`src/assert_macros.svh`:
```
// Assertion macros shared by the fan duty RTL.
// Each macro checks on the rising edge of clk and is switched off while rst_n is low.
`ifndef ASSERT_MACROS_SVH
`define ASSERT_MACROS_SVH

// Property must hold at every clock edge outside reset
`define FDT_ASSERT(lbl, prop, msg) \
  lbl: assert property (@(posedge clk) disable iff (!rst_n) (prop)) else $error(msg);

// Expression must never be true outside reset
`define FDT_ASSERT_NEVER(lbl, expr, msg) \
  lbl: assert property (@(posedge clk) disable iff (!rst_n) !(expr)) else $error(msg);

`endif

```
`src/fdt_pkg.sv`:
```
// Shared types, constants and helpers for the fan duty from temperature block.
// No dependencies; used by every module of the block.
package fdt_pkg;

  localparam int TEMP_W = 12;
  localparam int CMD_W  = 10;
  localparam int HYST_W = 9;
  localparam int NUM_W  = 22;   // (temperature difference) * 1000
  localparam int QUO_W  = 10;   // ramp quotient is always below 1000
  localparam int RSN_W  = 3;

  localparam logic [CMD_W-1:0] CMD_FULL    = CMD_W'(1000);
  localparam logic [CMD_W-1:0] CMD_OFF     = '0;
  localparam logic [CMD_W-1:0] RUN_THRESH  = CMD_W'(5);
  localparam logic [CMD_W-1:0] RAMP_SCALE  = CMD_W'(1000);

  typedef logic [RSN_W-1:0] reason_t;

  localparam reason_t RS_OFF_COOL    = 3'd0;
  localparam reason_t RS_RAMP        = 3'd1;
  localparam reason_t RS_MIN_HYST    = 3'd2;
  localparam reason_t RS_CHARGE_WARM = 3'd3;
  localparam reason_t RS_HOT_LIMIT   = 3'd4;
  localparam reason_t RS_INVALID     = 3'd5;
  localparam reason_t RS_FAULT       = 3'd6;

  // Register indexes (byte address / 4)
  localparam logic [2:0] REG_RAMP_START  = 3'd0;
  localparam logic [2:0] REG_FULL_SPEED  = 3'd1;
  localparam logic [2:0] REG_OFF_HYST    = 3'd2;
  localparam logic [2:0] REG_MIN_CMD     = 3'd3;
  localparam logic [2:0] REG_CHARGE_WARM = 3'd4;

  typedef struct packed {
    logic signed [TEMP_W-1:0] ramp_start_temp;
    logic signed [TEMP_W-1:0] full_speed_temp;
    logic [HYST_W-1:0]        off_hysteresis;
    logic [CMD_W-1:0]         min_command;
    logic [CMD_W-1:0]         charge_warm_command;
  } cfg_regs_t;

  // Saturate a command register to full scale
  function automatic logic [CMD_W-1:0] sat_cmd(input logic [CMD_W-1:0] v);
    sat_cmd = (v > CMD_FULL) ? CMD_FULL : v;
  endfunction

endpackage

```
`src/fdt_cfg_regs.sv`:
```
// APB-style configuration register bank for the fan duty block.
// Depends on fdt_pkg for register indexes and the register struct.
module fdt_cfg_regs (
  input  logic              clk,
  input  logic              rst_n,
  input  logic              cfg_psel,
  input  logic              cfg_penable,
  input  logic              cfg_pwrite,
  input  logic [4:0]        cfg_paddr,
  input  logic [31:0]       cfg_pwdata,
  output logic [31:0]       cfg_prdata,
  output logic              cfg_pready,
  output fdt_pkg::cfg_regs_t regs
);

  fdt_pkg::cfg_regs_t regs_r;
  logic               wr_en;
  logic [2:0]         idx;

  assign cfg_pready = 1'b1;
  assign idx        = cfg_paddr[4:2];
  assign wr_en      = cfg_psel & cfg_penable & cfg_pwrite & cfg_pready;
  assign regs       = regs_r;

  // Register writes; unknown addresses are ignored
  always_ff @(posedge clk) begin
    if (!rst_n) begin
      regs_r.ramp_start_temp     <= 12'sd400;
      regs_r.full_speed_temp     <= 12'sd550;
      regs_r.off_hysteresis      <= 9'd30;
      regs_r.min_command         <= 10'd200;
      regs_r.charge_warm_command <= 10'd300;
    end else if (wr_en) begin
      case (idx)
        fdt_pkg::REG_RAMP_START:  regs_r.ramp_start_temp     <= cfg_pwdata[11:0];
        fdt_pkg::REG_FULL_SPEED:  regs_r.full_speed_temp     <= cfg_pwdata[11:0];
        fdt_pkg::REG_OFF_HYST:    regs_r.off_hysteresis      <= cfg_pwdata[8:0];
        fdt_pkg::REG_MIN_CMD:     regs_r.min_command         <= cfg_pwdata[9:0];
        fdt_pkg::REG_CHARGE_WARM: regs_r.charge_warm_command <= cfg_pwdata[9:0];
        default: ;
      endcase
    end
  end

  // Read-back mux, zero extended
  always_comb begin
    case (idx)
      fdt_pkg::REG_RAMP_START:  cfg_prdata = {20'd0, regs_r.ramp_start_temp};
      fdt_pkg::REG_FULL_SPEED:  cfg_prdata = {20'd0, regs_r.full_speed_temp};
      fdt_pkg::REG_OFF_HYST:    cfg_prdata = {23'd0, regs_r.off_hysteresis};
      fdt_pkg::REG_MIN_CMD:     cfg_prdata = {22'd0, regs_r.min_command};
      fdt_pkg::REG_CHARGE_WARM: cfg_prdata = {22'd0, regs_r.charge_warm_command};
      default:                  cfg_prdata = '0;
    endcase
  end

endmodule

```
`src/fdt_div.sv`:
```
// Restoring divider for the fan ramp: one shared subtract/compare per cycle.
// Depends on fdt_pkg for widths. Needs num / den below 2**QUO_W.
module fdt_div (
  input  logic                       clk,
  input  logic                       rst_n,
  input  logic                       start,
  input  logic [fdt_pkg::NUM_W-1:0]  num,
  input  logic [fdt_pkg::TEMP_W-1:0] den,
  output logic                       done,
  output logic [fdt_pkg::QUO_W-1:0]  quot
);

  localparam int REM_W = fdt_pkg::NUM_W - fdt_pkg::QUO_W;
  localparam int CNT_W = $clog2(fdt_pkg::QUO_W + 1);

  logic [REM_W-1:0]          rem_r, rem_nxt;
  logic [fdt_pkg::QUO_W-1:0] q_r, q_nxt;
  logic [fdt_pkg::TEMP_W-1:0] den_r;
  logic [CNT_W-1:0]          cnt_r, cnt_nxt;
  logic                      busy_r, busy_nxt;
  logic                      done_r, done_nxt;
  logic [REM_W:0]            shifted;
  logic [REM_W:0]            trial;

  // One quotient bit per step: shift in the next dividend bit, try the subtract
  assign shifted = {rem_r, q_r[fdt_pkg::QUO_W-1]};
  assign trial   = shifted - {1'b0, den_r};

  always_comb begin
    rem_nxt  = rem_r;
    q_nxt    = q_r;
    cnt_nxt  = cnt_r;
    busy_nxt = busy_r;
    done_nxt = 1'b0;
    if (start) begin
      // High dividend bits are already below the divisor
      rem_nxt  = num[fdt_pkg::NUM_W-1:fdt_pkg::QUO_W];
      q_nxt    = num[fdt_pkg::QUO_W-1:0];
      cnt_nxt  = CNT_W'(fdt_pkg::QUO_W);
      busy_nxt = 1'b1;
    end else if (busy_r) begin
      if (!trial[REM_W]) begin
        rem_nxt = trial[REM_W-1:0];
        q_nxt   = {q_r[fdt_pkg::QUO_W-2:0], 1'b1};
      end else begin
        rem_nxt = shifted[REM_W-1:0];
        q_nxt   = {q_r[fdt_pkg::QUO_W-2:0], 1'b0};
      end
      cnt_nxt = cnt_r - CNT_W'(1);
      if (cnt_r == CNT_W'(1)) begin
        busy_nxt = 1'b0;
        done_nxt = 1'b1;
      end
    end
  end

  always_ff @(posedge clk) begin
    if (!rst_n) begin
      busy_r <= 1'b0;
      done_r <= 1'b0;
      cnt_r  <= '0;
    end else begin
      busy_r <= busy_nxt;
      done_r <= done_nxt;
      cnt_r  <= cnt_nxt;
    end
    rem_r <= rem_nxt;
    q_r   <= q_nxt;
    if (start) begin
      den_r <= den;
    end
  end

  assign done = done_r;
  assign quot = q_r;

endmodule

```
`src/fan_duty_from_temperature_core.sv`:
```
// Top level of the fan duty from temperature block.
// Depends on fdt_pkg, fdt_cfg_regs, fdt_div and assert_macros.svh.

// Fan duty from temperature: one temperature report in, one fan command (0.1 %)
// and reason code out per transfer. A fixed command (invalid, fault, full, off or
// inside the hysteresis band) is set in classification and then loaded into the
// output register. On the linear ramp a report passes through classification,
// which also forms (temp - start) * 1000 with a 12x10 multiply, then the divider
// load, 10 restoring divide steps, the floors applied to the quotient and the
// output register load, which waits while the output register holds an untaken
// result. One report is in work at a time; in_tready rises the cycle after the
// result is loaded and is high while the block is idle, even while a finished
// result still waits in the output register. Configuration is written over the
// APB-style port and is read live by the sequencer, also for the report in work.

`include "assert_macros.svh"

module fan_duty_from_temperature_core (
  input  logic        clk,
  input  logic        rst_n,
  // APB-style configuration port
  input  logic        cfg_psel,
  input  logic        cfg_penable,
  input  logic        cfg_pwrite,
  input  logic [4:0]  cfg_paddr,
  input  logic [31:0] cfg_pwdata,
  output logic [31:0] cfg_prdata,
  output logic        cfg_pready,
  // Temperature report stream
  input  logic        in_tvalid,
  output logic        in_tready,
  // [11:0] cell_temp, [12] temp_ok, [13] read_fault, [21:14] usable_sensors,
  // [22] overtemp_fault, [23] force_full, [24] charging, [25] driver_faulted
  input  logic [31:0] in_tdata,
  // Fan command stream
  output logic        out_tvalid,
  input  logic        out_tready,
  // [9:0] fan_command, [12:10] reason
  output logic [15:0] out_tdata
);

  typedef enum logic [2:0] {
    S_IDLE,
    S_CALC,
    S_MUL,
    S_DIV,
    S_PUT
  } state_t;

  localparam int TW = fdt_pkg::TEMP_W;
  localparam int CW = fdt_pkg::CMD_W;

  fdt_pkg::cfg_regs_t regs;

  state_t                 state_r, state_nxt;
  logic signed [TW-1:0]   temp_r;
  logic                   ok_r, rfault_r, ofault_r, full_r, chg_r, drv_r;
  logic [7:0]             sensors_r;
  logic [CW-1:0]          cmd_r, cmd_nxt;
  fdt_pkg::reason_t       rsn_r, rsn_nxt;
  logic [CW-1:0]          last_cmd_r;
  fdt_pkg::reason_t       last_rsn_r;
  logic [fdt_pkg::NUM_W-1:0] prod_r, prod_nxt;
  logic [TW-1:0]          span_r, span_nxt;
  logic                   out_valid_r, out_valid_nxt;
  logic [CW-1:0]          out_cmd_r, out_cmd_nxt;
  fdt_pkg::reason_t       out_rsn_r, out_rsn_nxt;
  logic                   upd_last;

  logic                   in_xfer;
  logic                   invalid, running;
  logic signed [TW:0]     t_ext, start_ext, full_ext, off_pt, diff, span;
  logic [CW-1:0]          min_cmd, warm_cmd, ramp_cmd;
  logic                   div_start, div_done;
  logic [fdt_pkg::QUO_W-1:0] div_quot;
  logic                   out_forced;

  fdt_cfg_regs u_regs (
    .clk         (clk),
    .rst_n       (rst_n),
    .cfg_psel    (cfg_psel),
    .cfg_penable (cfg_penable),
    .cfg_pwrite  (cfg_pwrite),
    .cfg_paddr   (cfg_paddr),
    .cfg_pwdata  (cfg_pwdata),
    .cfg_prdata  (cfg_prdata),
    .cfg_pready  (cfg_pready),
    .regs        (regs)
  );

  fdt_div u_div (
    .clk   (clk),
    .rst_n (rst_n),
    .start (div_start),
    .num   (prod_r),
    .den   (span_r),
    .done  (div_done),
    .quot  (div_quot)
  );

  assign in_tready = (state_r == S_IDLE);
  assign in_xfer   = in_tvalid & in_tready;
  assign div_start = (state_r == S_MUL);

  // Temperatures widened by one bit so differences cannot wrap
  assign t_ext     = {temp_r[TW-1], temp_r};
  assign start_ext = {regs.ramp_start_temp[TW-1], regs.ramp_start_temp};
  assign full_ext  = {regs.full_speed_temp[TW-1], regs.full_speed_temp};
  assign off_pt    = start_ext - $signed({4'd0, regs.off_hysteresis});
  assign diff      = t_ext - start_ext;
  assign span      = full_ext - start_ext;
  assign min_cmd   = fdt_pkg::sat_cmd(regs.min_command);
  assign warm_cmd  = fdt_pkg::sat_cmd(regs.charge_warm_command);
  assign invalid   = !ok_r || rfault_r || (sensors_r == 8'd0);
  assign running   = (last_cmd_r > fdt_pkg::RUN_THRESH) && !drv_r &&
                     !(last_rsn_r inside {fdt_pkg::RS_HOT_LIMIT, fdt_pkg::RS_INVALID,
                                          fdt_pkg::RS_FAULT});

  // Ramp quotient clamped to full scale and floored at the minimum command
  always_comb begin
    ramp_cmd = CW'(div_quot);
    if (ramp_cmd > fdt_pkg::CMD_FULL) begin
      ramp_cmd = fdt_pkg::CMD_FULL;
    end
    if (ramp_cmd < min_cmd) begin
      ramp_cmd = min_cmd;
    end
  end

  // Sequencer next-state and result selection
  always_comb begin
    state_nxt     = state_r;
    cmd_nxt       = cmd_r;
    rsn_nxt       = rsn_r;
    prod_nxt      = prod_r;
    span_nxt      = span_r;
    out_valid_nxt = out_valid_r & ~out_tready;
    out_cmd_nxt   = out_cmd_r;
    out_rsn_nxt   = out_rsn_r;
    upd_last      = 1'b0;
    case (state_r)
      S_IDLE: begin
        if (in_xfer) begin
          state_nxt = S_CALC;
        end
      end
      S_CALC: begin
        state_nxt = S_PUT;
        if (invalid) begin
          cmd_nxt = fdt_pkg::CMD_FULL;
          rsn_nxt = fdt_pkg::RS_INVALID;
        end else if (ofault_r) begin
          cmd_nxt = fdt_pkg::CMD_FULL;
          rsn_nxt = fdt_pkg::RS_FAULT;
        end else if (full_r || (t_ext >= full_ext) || (full_ext <= start_ext)) begin
          cmd_nxt = fdt_pkg::CMD_FULL;
          rsn_nxt = fdt_pkg::RS_HOT_LIMIT;
        end else if (t_ext <= off_pt) begin
          cmd_nxt = fdt_pkg::CMD_OFF;
          rsn_nxt = fdt_pkg::RS_OFF_COOL;
        end else if (t_ext <= start_ext) begin
          if (running) begin
            cmd_nxt = min_cmd;
            rsn_nxt = fdt_pkg::RS_MIN_HYST;
          end else if (chg_r) begin
            cmd_nxt = warm_cmd;
            rsn_nxt = fdt_pkg::RS_CHARGE_WARM;
          end else begin
            cmd_nxt = fdt_pkg::CMD_OFF;
            rsn_nxt = fdt_pkg::RS_OFF_COOL;
          end
        end else begin
          // On the ramp: both differences are positive and fit TEMP_W bits
          prod_nxt  = fdt_pkg::NUM_W'(diff[TW-1:0]) * fdt_pkg::NUM_W'(fdt_pkg::RAMP_SCALE);
          span_nxt  = span[TW-1:0];
          state_nxt = S_MUL;
        end
      end
      S_MUL: begin
        state_nxt = S_DIV;
      end
      S_DIV: begin
        if (div_done) begin
          state_nxt = S_PUT;
          if (chg_r && (ramp_cmd < warm_cmd)) begin
            cmd_nxt = warm_cmd;
            rsn_nxt = fdt_pkg::RS_CHARGE_WARM;
          end else begin
            cmd_nxt = ramp_cmd;
            rsn_nxt = fdt_pkg::RS_RAMP;
          end
        end
      end
      S_PUT: begin
        if (!out_valid_r || out_tready) begin
          out_valid_nxt = 1'b1;
          out_cmd_nxt   = cmd_r;
          out_rsn_nxt   = rsn_r;
          upd_last      = 1'b1;
          state_nxt     = S_IDLE;
        end
      end
      default: begin
        state_nxt = S_IDLE;
      end
    endcase
  end

  // State, kept command history and output register
  always_ff @(posedge clk) begin
    if (!rst_n) begin
      state_r     <= S_IDLE;
      out_valid_r <= 1'b0;
      last_cmd_r  <= '0;
      last_rsn_r  <= fdt_pkg::RS_OFF_COOL;
    end else begin
      state_r     <= state_nxt;
      out_valid_r <= out_valid_nxt;
      if (upd_last) begin
        last_cmd_r <= cmd_r;
        last_rsn_r <= rsn_r;
      end
    end
    cmd_r     <= cmd_nxt;
    rsn_r     <= rsn_nxt;
    prod_r    <= prod_nxt;
    span_r    <= span_nxt;
    out_cmd_r <= out_cmd_nxt;
    out_rsn_r <= out_rsn_nxt;
    if (in_xfer) begin
      temp_r    <= in_tdata[11:0];
      ok_r      <= in_tdata[12];
      rfault_r  <= in_tdata[13];
      sensors_r <= in_tdata[21:14];
      ofault_r  <= in_tdata[22];
      full_r    <= in_tdata[23];
      chg_r     <= in_tdata[24];
      drv_r     <= in_tdata[25];
    end
  end

  assign out_tvalid = out_valid_r;
  assign out_tdata  = {3'd0, out_rsn_r, out_cmd_r};

  // Reasons that always come with full speed
  assign out_forced = out_rsn_r inside {fdt_pkg::RS_INVALID, fdt_pkg::RS_FAULT,
                                        fdt_pkg::RS_HOT_LIMIT};

  // Checks
  `FDT_ASSERT(a_busy_after_xfer, in_xfer |=> !in_tready, "accepted a report while busy")
  `FDT_ASSERT_NEVER(a_div_done_state, div_done && (state_r != S_DIV), "divider out of turn")
  `FDT_ASSERT(a_cmd_range, out_valid_r |-> (out_cmd_r <= fdt_pkg::CMD_FULL), "command too high")
  `FDT_ASSERT(a_full_reason, out_valid_r && out_forced |-> (out_cmd_r == fdt_pkg::CMD_FULL), "forced reason without full command")

endmodule

```
`config.mk`:
```
export PLATFORM = sky130hd
export DESIGN_NAME = fan_duty_from_temperature_core
export DESIGN_NICKNAME = d
export VERILOG_FILES = /design/src/fdt_pkg.sv /design/src/fdt_cfg_regs.sv /design/src/fdt_div.sv /design/src/fan_duty_from_temperature_core.sv
export VERILOG_INCLUDE_DIRS = /design/src /design/src/src
export SDC_FILE = /design/constraint.sdc
export NUM_CORES = 1
export LEC_CHECK = 0
export BUFFER_PORTS_ARGS = -buffer_cell sky130_fd_sc_hd__clkbuf_2
export CAP_MARGIN = 40
export CORE_UTILIZATION = 60
export DETAILED_ROUTE_END_ITERATION = 10
export PLACE_DENSITY_LB_ADDON = 0.05
export SLEW_MARGIN = 10
export SYNTH_ARGS = -nofsm -noshare
export SYNTH_HDL_FRONTEND = slang
export SYNTH_HIERARCHICAL = 1
export SYNTH_SLANG_ARGS = --single-unit
```
`constraint.sdc`:
```
create_clock -name clk -period 9.4 [get_ports clk]
set_input_delay 1.88 -clock clk [delete_from_list [all_inputs] [get_ports clk]]
set_output_delay 1.88 -clock clk [all_outputs]
set_load 0.02 [all_outputs]
```
==> impl_metrics.ini <==
[setup_path]
startpoint_type = flip-flop
cp_max_fo = 6
cp_num_buf_inv = 5
slowest_delay_ps = 520
critical_path.slowest_cell = fa_1
crit_path_end_kind = flip-flop
r2r_slack_ps = 2750
reg2reg_from = temp_r[0]$_DFFE_PP_
critPathKind = reg2reg
crit_arrival_ps = 6830
required_ps = 9580
path_cells = inv_1 -> ha_1 -> inv_2 -> fa_1 -> a21o_1 -> a211oi_1 -> o21bai_1 -> xor2_1 -> inv_1 -> xnor2_1 -> ha_1 -> inv_1 -> fa_1 -> fa_1 -> fa_1 -> inv_1 -> ha_1 -> nand3_1 -> or4_1 -> a31oi_1 -> nand4_1 -> nand4b_1 -> a21oi_1 -> xor2_1
r2r-end = prod_r[21]$_DFFE_PP_
path_delay_family = adder cells
r2r_cells = 24

[sta]
relSlewSlack_pct = 45.0
rsz0062_at_grt = no
tns_ps = 0
drv_slew = 0
setup_violations = 0
setup_slack_ps = 2750
fmax_mhz = 150
fin_skew_ps = 14.0
whs_ps = 420
period_share_pct = 70.7
period_needed_ps = 6650
hold_viol = 0
max_slew.worst_pin.slew_ps = 825

[floorplanning]
dieArea_um2 = 23000
initial_core_util_pct = 61.4
core_area_um2 = 21900
ios = 127
die_w_um = 152
die_h_um = 152
rows = 54

[synth]
yosysMostFrequentCell = inv_1
synth_edf_count = 117
yosysWarnings = 6
synth_cells = 1351
syn_area_per_cell_um2 = 9.94
synth_common_cells = 164 x inv_1, 134 x ha_1, 133 x nand2_1
synth-main-ff-cell = edfxtp_1
synth_top_area_share_pct = 26.2
yosysSeqAreaShare_pct = 37.3
syn_area_um2 = 13400
ys_top_cells_by_area = edfxtp_1 26%, ha_1 12%, dfxtp_1 11%
ys_types = 87
ys_ff_latch = 192
ys_async_sr_fraction_pct = 0
synth_top_area_cell = edfxtp_1

[grt]
grt_pass1_wl_um = 47200
grt_usage_pct = 27.0
grt_pass1_vias = 9231
grt_overflow = 0
grt_max_degree = 75
antenna_found_initial = 1

[detailed_routing]
drt_iter0_markers = 664
dr.pass1.iters = 6
drc_errors = 0
avgViaCountPerCell = 5.83
highest_layer = met5
post_drt_wl_per_cell_um = 17.4
route.met3.wl_um = 1360
wl_met1_um = 13900
vias = 9912
ant_nets = 0
wirelength_um = 29500
route.met2.wl_um = 13700

[cells_and_area]
nets = 1658
fillCellCount = 1794
drive_gt1_share_pct = 10.8
antenna_cells = 0
area_delta_synth_final_pct = 8.29
finalInstanceArea_um2 = 14500

[clock_network]
htreeDepth = 4
clock-root-buffer = clkbuf_16
clkTransAtPathRegs_ps = 70
cts.path.max_buffers = 2
ctsResizeCount = 0
cts_num_sinks = 192
cts_tree = built
clock_latency_ps = 440
hold_buffers = 0
cts_post_setup_buffers_inserted = 0
numCtsBuffers = 17

[place]
routabilityCongestion = 0.904
port_buffers = 74
post_dp_cell_area_um2 = 13900
dp_hpwl_um = 23000
pre_cts_slack_ps = 2840

[hold_path]
hold_path_end = u_div/den_r[1]$_DFFE_PP_
hold_class = reg2reg
min_from = span_r[1]$_DFFE_PP_
hold_depth = 0

[flow_run]
cap_violations = 0

[pwr]
leakage_nw = 6.25
switchingPower_mw = 1.29
vdd_drop_max_mv = 0.303
p_int_mw = 2.13
combPwrFrac_pct = 48.3
p_total_mw = 3.42
p_seq_share_pct = 30.1
power.share.switching_pct = 37.6
clkPwrFrac_pct = 21.6
p_per_area_nw_per_um2 = 235

[status]
status = finished clean
-- routing by layer --
layer  up-vias  track usage, %
li1       4853               -
met1      4735            38.6
met2       278            42.7
met3        44            3.38
met4         2            8.37
met5         -               0
-- worst max path at each step --
stage,end,depth (start not counted),slack [ps],startpoint
after floorplan,prod_r[21]$_DFFE_PP_,23,3480,u_regs/regs[42]$_SDFFE_PN0P_
after global placement,prod_r[21]$_DFFE_PP_,24,2880,temp_r[0]$_DFFE_PP_
after detailed placement,prod_r[21]$_DFFE_PP_,24,2840,temp_r[0]$_DFFE_PP_
after CTS,prod_r[21]$_DFFE_PP_,24,2810,temp_r[0]$_DFFE_PP_
after global routing,prod_r[21]$_DFFE_PP_,24,2330,temp_r[0]$_DFFE_PP_
final,prod_r[21]$_DFFE_PP_,24,2750,temp_r[0]$_DFFE_PP_
-- cell families after synthesis --
group,after synthesis,share of synthesized area [%]
DFF,192,37.3
AOI/OAI and AO/OA,267,14.0
buffers and inverters,235,7.54
muxes,71,5.45
other,3,0.0838
adders and majority gates,175,18.5
and+or+nand+nor,353,13.5
xor gates and xnor gates,55,3.59
-- sequential cells by signal (all words and copies together) (netlist names), 3 cells and up --
| signal | cells |
|---|---|
| rsn_r | 3 |
| u_div/quot | 10 |
| cmd_r | 10 |
| last_rsn_r | 3 |
| u_div/rem_r | 12 |
| u_regs/regs | 53 |
| prod_r | 19 |
| u_div/cnt_r | 4 |
| temp_r | 12 |
| out_cmd_r | 10 |
| u_div/den_r | 12 |
| span_r | 12 |
| last_cmd_r | 9 |
| out_rsn_r | 3 |
| sensors_r | 8 |
| state_r | 3 |
-- layout by cell type (no fill, tap or decap), drive strengths merged, types with 6 or more instances in the layout --
cell,count
nor2,49
edfxtp,117
a21o,21
nand2b,10
conb,27
xor2,16
o311ai,8
o21ai,40
clkbuf,93
nor2b,34
o21bai,6
and3,6
nand4,21
a21boi,20
nor3b,6
mux2,17
ha,134
dfxtp,75
nor3,20
nand3b,6
o211ai,17
xnor2,39
o22ai,12
buf,9
inv,173
mux2i,54
a211oi,11
a22oi,16
o21a,10
fa,40
o221a,6
nand3,26
nand2,135
a31oi,11
nand4b,6
a21oi,49
and2,11
nor4,6
-- metrics by stage --
step           std cells  util, %
2_1_floorplan       1375        -
3_3_place_gp        1666     63.5
3_5_place_dp        1669     63.7
4_1_cts             1701     66.4
5_1_grt             1701     66.4
6_report            1701     66.4
-- power groups by stage --
stage	clock network (mW)	registers [mW]	logic, mW
final	0.740	1.03	1.65
after detailed placement	0	1.05	1.65
after global placement	0	1.05	1.61
after CTS	0.749	1.03	1.66
after floorplan	0	1.04	1.32
after global routing	0.779	1.03	1.90
-- layout make-up --
type / instances / area (um2) / area share (%)
Timing Repair Buffer: 83 / 453 / 3.11
Inverter: 166 / 623 / 4.28
Sequential cell: 192 / 5010 / 34.5
Tap cell: 280 / 350 / 2.41
Clock buffer: 19 / 464 / 3.19
Clock inverter: 13 / 136 / 0.938
Multi-Input combinational cell: 948 / 7500 / 51.6
(Power assumes the default switching activity.)
